<file path="src/rtl/core/glyph_atlas_shelf_cache_assert.svh">
// Assertion helpers used by the top-level cache module.
`ifndef GLYPH_ATLAS_SHELF_CACHE_ASSERT_SVH
`define GLYPH_ATLAS_SHELF_CACHE_ASSERT_SVH

// Same-cycle implication, disabled during reset.
`define GASC_ASSERT_NOW(label, clk, rst, cond, prop, msg) \
  label: assert property (@(posedge clk) disable iff (rst) (cond) |-> (prop)) \
    else $error(msg);

// Next-cycle implication, disabled during reset.
`define GASC_ASSERT_NEXT(label, clk, rst, cond, prop, msg) \
  label: assert property (@(posedge clk) disable iff (rst) (cond) |=> (prop)) \
    else $error(msg);

`endif

</file>
<file path="src/rtl/core/gasc_ram.sv">
`timescale 1ns / 1ps
`default_nettype none

// Simple dual-port RAM, registered read
module gasc_ram #(
  parameter int DW = 16,
  parameter int AW = 8
) (
  input  wire logic          clk,
  input  wire logic          we,
  input  wire logic [AW-1:0] waddr,
  input  wire logic [DW-1:0] wdata,
  input  wire logic [AW-1:0] raddr,
  output logic      [DW-1:0] rdata
);

  logic [DW-1:0] mem [2**AW];

  always_ff @(posedge clk) begin
    if (we) begin
      mem[waddr] <= wdata;
    end
  end

  always_ff @(posedge clk) begin
    rdata <= mem[raddr];
  end

endmodule

`default_nettype wire

</file>
<file path="config.mk">
export PLATFORM = sky130hd
export DESIGN_NAME = gasc_ram
export DESIGN_NICKNAME = d
export VERILOG_FILES = /design/src/rtl/core/glyph_atlas_shelf_cache_assert.svh /design/src/rtl/core/gasc_ram.sv
export SDC_FILE = /design/constraint.sdc
export NUM_CORES = 2
export LEC_CHECK = 0
export BUFFER_PORTS_ARGS = -buffer_cell sky130_fd_sc_hd__buf_4
export CAP_MARGIN = 20
export CORE_AREA = 2 2 731 733
export DETAILED_ROUTE_END_ITERATION = 8
export DIE_AREA = 0 0 733 735
export PLACE_DENSITY = 0.47
export SLEW_MARGIN = 10
export SYNTH_ARGS = -nofsm -noshare
export SYNTH_HDL_FRONTEND = slang
export SYNTH_SLANG_ARGS = --single-unit
export TNS_END_PERCENT = 10
</file>
<file path="constraint.sdc">
create_clock -name clk -period 3.1 [get_ports clk]
set_input_delay 0.62 -clock clk [delete_from_list [all_inputs] [get_ports clk]]
set_output_delay 0.62 -clock clk [all_outputs]
set_load 0.02 [all_outputs]
</file>
==> results by group <==
Drt
  – DRC Markers: 0
  – Routed Antenna Nets: 0
  – Vias per std cell: between 5 and 6
  – DR vias: between 80000 and 90000
  – M1 WL: 207.8 mm
  – DR WL met2: between 200 and 250 mm
  – Routed wire per std cell: approximately 30 um
  – WL met3: roughly 31 mm
  – Iter 0 DRT Violations: 9436
  – Wirelength, routed: between 400 and 500 mm
  – Uppermost layer routed: met5
  – Drt first pass iters: 8

Setup path
  – Worst setup SP type: primary input
  – WP data required: between 4 and 5 ns
  – Crit Path Category: primary input to flip-flop
  – Crit path DAT: between 3 and 4 ns
  – CP endpoint kind: flip-flop
  – Critical path peak fanout: 17

Yosys
  – Asr flop ratio synth: 0
  – Register area share after synthesis: 0.7770
  – Synth Warn #: 0
  – Largest area contributor in the netlist: edfxtp_1
  – Post-Syn Area: 158700 um2
  – Synth unique cells: 52
  – Most numerous cell in the Yosys netlist: edfxtp_1
  – Mapped Cells: between 7000 and 8000
  – Post-synth top cells: edfxtp_1, mux4_2, mux2i_1
  – Synth top area cells: edfxtp_1, mux4_2, mux2i_1
  – Post-synth top area share: 0.7750
  – Post-synth EDFFs: a little over 4000
  – Post-synthesis register bit count: about 4100
  – Mapped Nets: 7394
  – Mean Syn Cell Area: about 22 um2
  – Dominant synthesized flop cell: edfxtp_1

Global routing
  – Vias in the first global route: 82560
  – Grt total ovfl: 0
  – Largest net degree at the start of global routing: a little under 90
  – First-pass GRT wire length: 673.5 mm
  – Total GRT Usage: 0.1757
  – Initial antenna violation count: 42

Timing
  – Final worst slack: between 0.1 and 0.15 ns
  – Final Skew: between 0.08 and 0.09 ns
  – Final hold vios: 0
  – Final setup viols: 0
  – Slew headroom: 0.2348
  – Final Max Slew Viols: 0
  – RSZ-0062 raised after global routing: no
  – Hold slack: roughly 0.068 ns
  – Worst slew pin tran: between 1 and 1.5 ns
  – Final Cycle Share: 0.9643
  – Sum Neg Setup Slack: 0 ns
  – Max Clk Rate: 334.5 MHz
  – Min cycle time layout: around 3 ns

Clock network
  – CTS Buf Count: ~440
  – H-tree Lvls: 5
  – # Post-CTS Setup Buffers: 0
  – CTS clk-pin slew, worst paths: 0.06 ns
  – Worst-skew pair later-pin latency: 1.03 ns
  – CTS tree: yes
  – Clock buffer depth: 4
  – Clk sinks: just over 4000
  – Root Driver: clkbuf_16

Power and ir drop
  – Sequential power share: 0.516
  – Pleak: 0.06093 uW
  – Power share of the clock group: 0.425
  – PD cells: approximately 630 nW/um2
  – Psw: approximately 26000 uW
  – Internal Power: roughly 93000 uW
  – Switching Share: 0.2210
  – Worst vdd ir: approximately 0.0005 V
  – Logic pwr share: 0.059

Floorplanning
  – DIE WIDTH: around 730 um
  – CORE AREA: 531100 um2
  – Die H: 735 um
  – I/O pin cnt: 50
  – Initial core utilization: 0.2988
  – Die area: around 540000 um2
  – Site row count: roughly 270

Place
  – Dpl cells: roughly 15000
  – Area of placed instances: 176300 um2
  – Dpl hpwl: 313.7 mm
  – GPL Wtd Cong: 0.8426
  – Post-place setup slack: -1.195 ns
  – PortBufs: 49

Run status
  – Outcome: finished clean

Cells and area
  – Layout cells sized above 1: 0.3190
  – Multi-input logic area: ~33000 um2
  – Fill count: ~49000
  – Nets: approximately 8600
  – Sequential cell area: between 100000 and 150000 um2
  – Final instance area: ~190000 um2
  – P&R area growth vs syn: 19.86%
  – Final cell count without fillers: between 15000 and 20000

Job
  – Max cap viols: 0

Min path
  – Hold WC Path Type: primary input to flip-flop
metrics by stage:
step	utilization	power [uW]
after floorplan	-	65580
after global placement	0.3319	69600
after detailed placement	0.3320	69690
after CTS	0.3581	120300
after global routing	0.3581	122600
final	0.3582	119100
timing repair:
action,in CTS,in global routing
endpoints found under the setup margin,5,0
hold buffers,2,0
hold endpoints to repair,27,0
gates resized for setup,8,0
worst max-delay path, stage by stage:
cell and delay [ns]:
buf_16 0.15, buf_12 0.16, buf_12 0.17, buf_12 0.20, buf_12 0.22, buf_12 0.19
mux2i_1 0.09, o221ai_1 0.19, buf_4 0.17, o22ai_1 0.07, o21ai_0 0.52, nand4_1 0.65
nor4_1 0.42
cell usage in the layout (no fill, tap or decap), types with 21 or more instances in the layout:
master	count
o21ai_0	37
nor3_1	87
clkbuf_8	21
edfxtp_1	4096
clkinv_2	67
a221oi_1	25
a22oi_1	43
nand3_1	26
mux4_2	797
nand4_1	26
buf_12	153
a22o_1	32
clkinv_1	100
a21oi_1	175
mux2_2	88
clkbuf_16	443
nor2_2	134
mux2i_1	565
bufinv_16	26
nand2_1	37
clkbuf_1	111
nor2_1	169
o22ai_1	148
buf_4	1020
o221ai_1	252
layer usage:
| metal | up-vias | global-route usage |
|---|---|---|
| li1 | 33720 | - |
| met1 | 44200 | 0.2414 |
| met2 | 2665 | 0.2909 |
| met3 | 558 | 0.03128 |
| met4 | 20 | 0.04150 |
| met5 | - | 0 |
power groups by stage:
stage	Combinational (uW)	Clock, uW	Sequential [uW]
finish	7010	50700	61400
floorplan	3020	0	62600
detailed placement	7080	0	62600
CTS	7100	51700	61400
global placement	7000	0	62600
global route	7340	53900	61400
sequential cells by signal, summed over array words and instances, names as in the netlist:
name,flops
rdata,16
mem,4096
final timing paths:
path,cells past startpoint,end,from,slack [ns]
setup / recovery,13,rdata[11],raddr[0],0.11
hold / removal,1,mem[71][15],wdata[15],0.07
setup reg to reg,6,rdata[9],mem[16][9],0.16
hold reg to reg,5,rdata[6],mem[78][6],1.05
layout make-up:
type,instances,area share
flip-flops and latches,4112,0.6482
multi-input cells,2792,0.1747
well taps,7020,0.04617
diodes,7,0.00009208
inverters,4,0.0001447
repair buffers,1196,0.05810
clock inverters,224,0.01061
clock buffers,574,0.06191
cells by family after synthesis:
group | count (synthesis) | share of synthesized area
AOI/OAI and AO/OA | 786 | 0.03537
and+or+nand+nor | 556 | 0.01574
DFF | 4112 | 0.7770
buffers and inverters | 456 | 0.01693
muxes | 1450 | 0.1550
(Power assumes the default switching activity.)
