<file path="config.mk">
export PLATFORM = sky130hd
export DESIGN_NAME = gasc_packer
export DESIGN_NICKNAME = d
export VERILOG_FILES = /design/src/rtl/core/glyph_atlas_shelf_cache_assert.svh /design/src/rtl/core/gasc_pkg.sv /design/src/rtl/core/gasc_packer.sv
export SDC_FILE = /design/constraint.sdc
export NUM_CORES = 1
export LEC_CHECK = 0
export ABC_AREA = 0
export BUFFER_PORTS_ARGS = -buffer_cell sky130_fd_sc_hd__buf_4
export CAP_MARGIN = 20
export CORE_AREA = 10 10 108 110
export CTS_BUF_LIST = sky130_fd_sc_hd__clkbuf_4
export CTS_CLUSTER_DIAMETER = 120
export DETAILED_ROUTE_END_ITERATION = 7
export DIE_AREA = 0 0 118 120
export GPL_ROUTABILITY_DRIVEN = 0
export HOLD_SLACK_MARGIN = 0.05
export PLACE_DENSITY = 0.74
export SLEW_MARGIN = 5
export SYNTH_ARGS = -nofsm -noshare
export SYNTH_HDL_FRONTEND = slang
export SYNTH_SLANG_ARGS = --single-unit
</file>
<file path="constraint.sdc">
create_clock -name clk -period 10.5 [get_ports clk]
set_clock_uncertainty 0.1 [all_clocks]
set_input_delay 1.05 -clock clk [delete_from_list [all_inputs] [get_ports clk]]
set_output_delay 1.05 -clock clk [all_outputs]
set_load 0.03 [all_outputs]
</file>
<file path="src/rtl/core/glyph_atlas_shelf_cache_assert.svh">
// Assertion helpers used by the top-level cache module.
`ifndef GLYPH_ATLAS_SHELF_CACHE_ASSERT_SVH
`define GLYPH_ATLAS_SHELF_CACHE_ASSERT_SVH

// Same-cycle implication, disabled during reset.
`define GASC_ASSERT_NOW(label, clk, rst, cond, prop, msg) \
  label: assert property (@(posedge clk) disable iff (rst) (cond) |-> (prop)) \
    else $error(msg);

// Next-cycle implication, disabled during reset.
`define GASC_ASSERT_NEXT(label, clk, rst, cond, prop, msg) \
  label: assert property (@(posedge clk) disable iff (rst) (cond) |=> (prop)) \
    else $error(msg);

`endif

</file>
<file path="src/rtl/core/gasc_pkg.sv">
`timescale 1ns / 1ps
`default_nettype none

package gasc_pkg;

  // Table geometry
  localparam int MAX_GLYPHS = 256;
  localparam int SLOT_AW    = (MAX_GLYPHS > 1) ? $clog2(MAX_GLYPHS) : 1;
  localparam int CNT_W      = $clog2(MAX_GLYPHS + 1);

  // Packer constants
  localparam logic [13:0] PAD        = 14'd2;
  localparam logic [11:0] CURSOR_MAX = 12'd4095;

  // Register indexes
  localparam logic REG_ATLAS_WIDTH  = 1'b0;
  localparam logic REG_ATLAS_HEIGHT = 1'b1;

  // Stored entry payload: {oy, ox, h, w, y, x}
  localparam int ENTRY_W = 72;

  typedef enum logic [1:0] {
    ST_HIT        = 2'd0,
    ST_PLACED     = 2'd1,
    ST_ATLAS_FULL = 2'd2,
    ST_TABLE_FULL = 2'd3
  } status_t;

  typedef enum logic [2:0] {
    S_IDLE,
    S_SCAN,
    S_WRAP,
    S_FIT,
    S_EMIT
  } state_t;

  // Control from sequencer to packer
  typedef struct packed {
    logic wrap_step;
    logic fit_step;
  } pk_ctrl_t;

  // Packer outcome for the fit step
  typedef struct packed {
    logic             atlas_full;
    logic             table_full;
    logic [CNT_W-1:0] slot;
    logic [11:0]      px;
    logic [11:0]      py;
  } pk_res_t;

  function automatic logic [11:0] sat_cursor(input logic [13:0] v);
    logic [11:0] r;
    if (v > {2'b00, CURSOR_MAX}) r = CURSOR_MAX;
    else r = v[11:0];
    return r;
  endfunction

endpackage

`default_nettype wire

</file>
<file path="src/rtl/core/gasc_packer.sv">
`timescale 1ns / 1ps
`default_nettype none

// Shelf packer: cursor, row height and fill count
module gasc_packer (
  input  wire logic                       clk,
  input  wire logic                       rst,
  input  wire gasc_pkg::pk_ctrl_t         ctrl,
  input  wire logic [11:0]                width,
  input  wire logic [11:0]                height,
  input  wire logic [12:0]                sheet_width,
  input  wire logic [12:0]                sheet_height,
  output gasc_pkg::pk_res_t               res,
  output logic [gasc_pkg::CNT_W-1:0]      count
);

  logic [11:0] cursor_x;
  logic [11:0] cursor_y;
  logic [11:0] row_height;
  logic [13:0] x_end;
  logic [13:0] y_wrap;
  logic [13:0] y_end;
  logic        wrap;
  logic        commit;

  // Extents at the current cursor
  assign x_end  = {2'b00, cursor_x} + {2'b00, width} + gasc_pkg::PAD;
  assign y_wrap = {2'b00, cursor_y} + {2'b00, row_height} + gasc_pkg::PAD;
  assign y_end  = {2'b00, cursor_y} + {2'b00, height} + gasc_pkg::PAD;
  assign wrap   = x_end >= {1'b0, sheet_width};

  // Fit outcome
  always_comb begin
    res.atlas_full = y_end >= {1'b0, sheet_height};
    res.table_full = count >= gasc_pkg::CNT_W'(gasc_pkg::MAX_GLYPHS);
    res.slot       = count;
    res.px         = cursor_x;
    res.py         = cursor_y;
  end

  assign commit = ctrl.fit_step && !res.atlas_full && !res.table_full;

  // Cursor and count update; a wrap is kept even if the fit fails
  always_ff @(posedge clk) begin
    if (rst) begin
      cursor_x   <= 12'd1;
      cursor_y   <= 12'd1;
      row_height <= 12'd0;
      count      <= '0;
    end else if (ctrl.wrap_step && wrap) begin
      cursor_x   <= 12'd1;
      cursor_y   <= gasc_pkg::sat_cursor(y_wrap);
      row_height <= 12'd0;
    end else if (commit) begin
      cursor_x <= gasc_pkg::sat_cursor(x_end);
      count    <= count + gasc_pkg::CNT_W'(1);
      if (height > row_height) begin
        row_height <= height;
      end
    end
  end

endmodule

`default_nettype wire

</file>
==> impl_metrics.tcl, run 1 <==
set metrics [dict create \
    cts-htree-levels 2 \
    finalHoldViolations 0 \
    layout-area-overhead-vs-synth_pct 17.6 \
    clockBufferDepth 2 \
    synth_seq_cells 45 \
    cp_max_fo 4 \
    synth_seq_area_share_pct 18.9 \
    ys_top_cells_by_area "ha_1, dfxtp_1, inv_1, a21oi_1, xnor2_1" \
    layout_min_cycle_time_ns 5.63 \
    cts_tree "done" \
    wire_per_inst_um 15.4 \
    worst_slack_ns 4.87 \
    synthCells 569 \
    yosys.area.top_type_share_pct 28.6 \
    critical_path_class "in2out" \
    post-place-ws_ns 4.72 \
    start_util_pct 49.9 \
    maxCapViolCount 0 \
    fp.coreArea_um2 9550 \
    synth_fp_nets 735 \
    cts_buffers 5 \
    die_area_um2 14200 \
    worstSkewPairLatency_ns 0.36 \
    grt.total_usage_pct 16.8 \
    synth-edff-count 0 \
    die_x_um 118 \
    drt-vias-per-instance 5.63 \
    max_slew_margin_pct 26.7 \
    die_h_um 120 \
    cts_resized 0 \
    drc 0 \
    syn_area_um2 4770 \
    fin_crit_sh_pct 53.6 \
    grt_max_degree 31 \
    tightest_slew_ns 1.09 \
    hold_class "reg2reg" \
    grt_antenna_before_repair 0 \
    hpwl_um 9990 \
    grt_pass1_wl_um 20500 \
    fin_hold_ws_ns 0.422 \
    drt_wl_total_um 12000 \
    syn_avg_cell_area_um2 8.38 \
    cts_setup_buffers 0 \
    ir_drop_v 0.000129 \
    cts_root_buffer "clkbuf_4" \
    clock-sinks 45 \
    path_cells "buf_4 -> inv_1 -> ha_1 -> inv_1 -> ha_1 -> inv_1 -> fa_1 -> nor2b_1 -> o31ai_1 -> a21oi_1 -> o21ai_0 -> nand2b_1 -> a21oi_1 -> xnor2_1 -> ha_1 -> and3_1 -> and3_1 -> a22o_1 -> or2_2 -> buf_4" \
    ys_warn_count 0 \
    p_leak_nw 2.83 \
    cp.buffers_inverters 5 \
    synthFlopType "dfxtp_1" \
    holdBufCountCts 0 \
    slowest_stage "o31ai_1" \
    rows 36 \
    p_total_mw 1.08 \
    rsz0062_at_grt "false" \
    antenna_left 0 \
    end_kind "output pin" \
    worstPathRequired_ns 9.35 \
    synth_top_area_cell "ha_1" \
    p_per_area_nw_per_um2 193 \
    worstPathArrival_ns 4.48 \
    fill_cells 869 \
    max_stage_delay_ns 0.40 \
    antennaDiodeCount 0 \
    clk_pin_slew_ns 0.13 \
    io_buffers 97 \
    synthArstFlopShare_pct 0 \
    seqCellArea_um2 901 \
    drive_above_1_share_pct 20.6 \
    slew_viol_final 0 \
    nets 815 \
    grt_overflow 0 \
    max_clock_freq_mhz 178 \
    startpoint_type "primary input" \
    run_status "completed" \
    drtIter0Drc 220 \
    setup_viol 0 \
    final.setup.tns_ns 0 \
    cpLargestDelayFamily "compound AO/OA/AOI/OAI gates" \
    drt_pass1_iterations 5 \
    io_pins 98 \
    multi_input_area_um2 3510 \
    synthDistinctLibCells 55 \
    via_count 4405 \
    grt_pass1_vias 4445 \
]
[layer usage]
metal  global-route usage, %  up-vias  wire, um
met5                       0        -         0
met2                    30.3      115      5650
met3                    2.81       10       583
li1                        -     2226         -
met4                    3.25        0       125
met1                    20.6     2054      5680
[layout by cell type (no fill, tap or decap), types with 5 or more instances in the layout]
cell        n
and3_1      9
inv_1      59
nand3_1    27
o21ai_0    29
o221a_2    11
nor2b_1     8
nor2_1     33
dfxtp_1    45
ha_1      109
nand4_1     5
o21a_1      8
xor2_1      9
or2_2       5
nor3_1     10
nand2b_1    6
buf_4     100
clkbuf_4    6
a21o_1     11
a21oi_1    32
a211oi_1   16
nand2_1    16
a21boi_0   13
xnor2_1    17
[cell type report]
cell class / count / area share, %
clock inverter: 2 / 0.179
sequential: 45 / 16.1
timing repair buffer: 100 / 13.4
tap: 133 / 2.97
clock buffer: 6 / 0.804
inverter: 59 / 3.95
multi-input combinational: 438 / 62.6
[where the power goes]
part / total (mW) / internal, mW / switching, mW
clock network: 0.0861 / 0.0282 / 0.0579
logic: 0.748 / 0.317 / 0.431
registers: 0.248 / 0.209 / 0.0385
total: 1.08 / 0.554 / 0.527
[sequential cells by signal, indices dropped and copies added, names as in the netlist]
register	cells
count	9
cursor_x	12
row_height	12
cursor_y	12
[tightest hold or removal path, stage by stage (launching register included)]
cell	delay, ns
dfxtp_1	0.35
o21ai_0	0.07
a21boi_0	0.07
[path summary, 6_finish.rpt]
| path | start | to | slack, ns | cells past startpoint |
|---|---|---|---|---|
| worst min register to register | row_height[11] | row_height[11] | 0.42 | 2 |
| worst min-delay path | row_height[11] | row_height[11] | 0.42 | 2 |
| worst max-delay path | height[1] | res[34] | 4.87 | 20 |
| worst max register to register | cursor_x[1] | cursor_x[9] | 5.42 | 19 |
[metrics by stage]
stage | util, % | cell area, um2 | cells
2_1_floorplan | - | 4770 | 569
3_3_place_gp | 58.1 | 5550 | 775
3_5_place_dp | 58.1 | 5550 | 775
4_1_cts | 58.7 | 5600 | 783
5_1_grt | 58.7 | 5600 | 783
6_report | 58.7 | 5600 | 783
[cells by family (layout without fill, tap and decap cells)]
kind of cell	count (synthesis)	after routing	synth area share, %
AOI/OAI and AO/OA	153	153	22.3
buffers and inverters	86	167	7.53
DFF	45	45	18.9
muxes	5	5	1.18
adders and majority gates	112	112	29.9
and+or+nand+nor	142	142	15.5
xor gates and xnor gates	26	26	4.78
[synthesized netlist by cell type, types with 5 or more instances]
cell	instances
inv_1	59
a21oi_1	32
o21ai_0	29
xnor2_1	17
nand4_1	5
or2_2	5
dfxtp_1	45
nand3_1	27
nor3_1	10
xor2_1	9
ha_1	109
and3_1	9
buf_4	9
a21o_1	11
nor2_1	34
nand2b_1	6
nand2_1	16
o21a_1	8
nor2b_1	8
o221a_2	11
a21boi_0	13
clkbuf_1	15
a211oi_1	16
(Power assumes the default switching activity.)
==> inputs of run 2 (changes only) <==
Settings changed: PLACE_DENSITY 0.74 to 0.77.
Clock period 10.5 ns to 5.1 ns, I/O delays scaled along.
==> impl_metrics.tcl, run 2 (synthesis results as in run 1) <==
set metrics [dict create \
    run_status "completed" \
    grt.total_usage_pct 16.8 \
    end_kind "output pin" \
    hold_end "row_height[0]" \
    cp_max_fo 4 \
    cts_setup_buffers 0 \
    p_per_area_nw_per_um2 408 \
    clock-sinks 45 \
    p_comb_share_pct 68.3 \
    worstPathArrival_ns 4.11 \
    rr_worst_depth 19 \
    drt_pass1_iterations 4 \
    slew_viol_final 0 \
    grt_pass1_vias 4540 \
    die_h_um 120 \
    final.setup.tns_ns 0 \
    multi_input_area_um2 3510 \
    dp.cells 782 \
    worstSkewPairLatency_ns 0.38 \
    post-route-util_pct 59.6 \
    rsz0062_at_grt "false" \
    p_leak_nw 2.87 \
    cts_root_buffer "clkbuf_4" \
    maxCapViolCount 0 \
    reg_top3 "cursor_x x12, cursor_y x12, row_height x12" \
    layout_min_cycle_time_ns 4.72 \
    final_common_cell "ha_1" \
    clk_pin_slew_ns 0.15 \
    seqCellArea_um2 901 \
    ff2ff_setup_slack_ns 0.44 \
    setup_viol 0 \
    fill_cells 885 \
    wire_per_inst_um 15.5 \
    hold_class "in2reg" \
    grt_overflow 0 \
    finalHoldViolations 0 \
    cts_tree "done" \
    drive_above_1_share_pct 21.6 \
    nets 823 \
    grt_antenna_before_repair 1 \
    max_clock_freq_mhz 212 \
    rr_startpoint "cursor_x[1]" \
    via_count 4452 \
    drc 0 \
    drt_wl_total_um 12300 \
    io_buffers 97 \
    ir_drop_v 0.000221 \
    swShare_pct 47.8 \
    layout-area-overhead-vs-synth_pct 19.4 \
    cts-htree-levels 2 \
    timing.rr.end "count[3]" \
    p_switching_mw 1.11 \
    hold_depth 3 \
    rows 36 \
    hpwl_um 10200 \
    clkPwrFrac_pct 9.9 \
    fin_area_um2 5690 \
    grt_pass1_wl_um 20700 \
    fp.coreArea_um2 9550 \
    grt_max_degree 30 \
    cts_buffers 5 \
    clockBufferDepth 2 \
    final_cells 792 \
    power.internal_mw 1.21 \
    p_seq_share_pct 21.9 \
    die_x_um 118 \
    startpoint_type "register" \
    io_pins 98 \
    antenna_left 0 \
    placed_area_um2 5600 \
    max_slew_margin_pct 61.8 \
    drt-vias-per-instance 5.62 \
    start_util_pct 49.9 \
    die_area_um2 14200 \
    tightest_slew_ns 0.571 \
    p_total_mw 2.32 \
    final_cell_mix "ha_1, buf_4, inv_1, dfxtp_1, nor2_1" \
    worstPathRequired_ns 4.49 \
    critical_path_class "reg2out" \
    drtIter0Drc 236 \
    hp-start "height[0]" \
    fin_crit_sh_pct 92.6 \
]
run 2: what timing repair did:
action                                  4_1_cts  5_1_grt
hold buffers                                  0        0
endpoints found under the setup margin        0        8
gates resized for setup                       0        1
hold endpoints to repair                      0        0
run 2: layout make-up:
class | instances | area share, %
inverters | 59 | 3.89
well taps | 133 | 2.92
repair buffers | 108 | 14.2
clock inverters | 3 | 0.725
flip-flops and latches | 45 | 15.8
diodes | 1 | 0.0440
clock buffers | 5 | 0.659
multi-input cells | 438 | 61.7
run 2: metal layers:
metal	global-route usage, %	wire length, um
met5	0	0
met4	5.95	176
met3	2.67	551
met2	29.1	5740
met1	20.7	5790
run 2: worst max path at each step:
| stage | slack, ns | to | cells after the start | startpoint |
|---|---|---|---|---|
| after floorplan | 0.62 | count[5] | 18 | cursor_x[1] |
| after global placement | 0.33 | count[5] | 19 | width[1] |
| after detailed placement | 0.19 | count[5] | 22 | height[1] |
| after CTS | 0.27 | res[34] | 19 | cursor_y[1] |
| after global routing | 0.02 | res[34] | 19 | cursor_y[1] |
| final | 0.38 | res[34] | 17 | cursor_y[1] |
run 2: metrics by stage:
stage,hold WS [ns],setup WS (ns)
floorplan,0.357,0.621
global placement,0.376,0.329
detailed placement,0.403,0.190
CTS,0.290,0.270
global route,0.283,0.0173
finish,0.300,0.376
run 2: critical path: stages, from the launching register on:
cell and delay (ns):
dfxtp_1 0.37, inv_1 0.10, ha_1 0.29, inv_1 0.06
ha_1 0.17, inv_1 0.06, fa_1 0.41, nor2b_1 0.22
o31ai_2 0.12, a21oi_1 0.20, nor2_1 0.07, xnor2_1 0.12
ha_1 0.29, and4_1 0.22, a221o_1 0.29, a22o_1 0.27
or2_2 0.31, buf_4 0.17
run 2: power groups by stage:
stage	sequential [mW]	combinational [mW]	clock, mW
floorplan	0.596	1.05	0
global placement	0.511	1.51	0
detailed placement	0.514	1.58	0
CTS	0.506	1.58	0.235
global route	0.517	1.79	0.247
finish	0.507	1.58	0.229
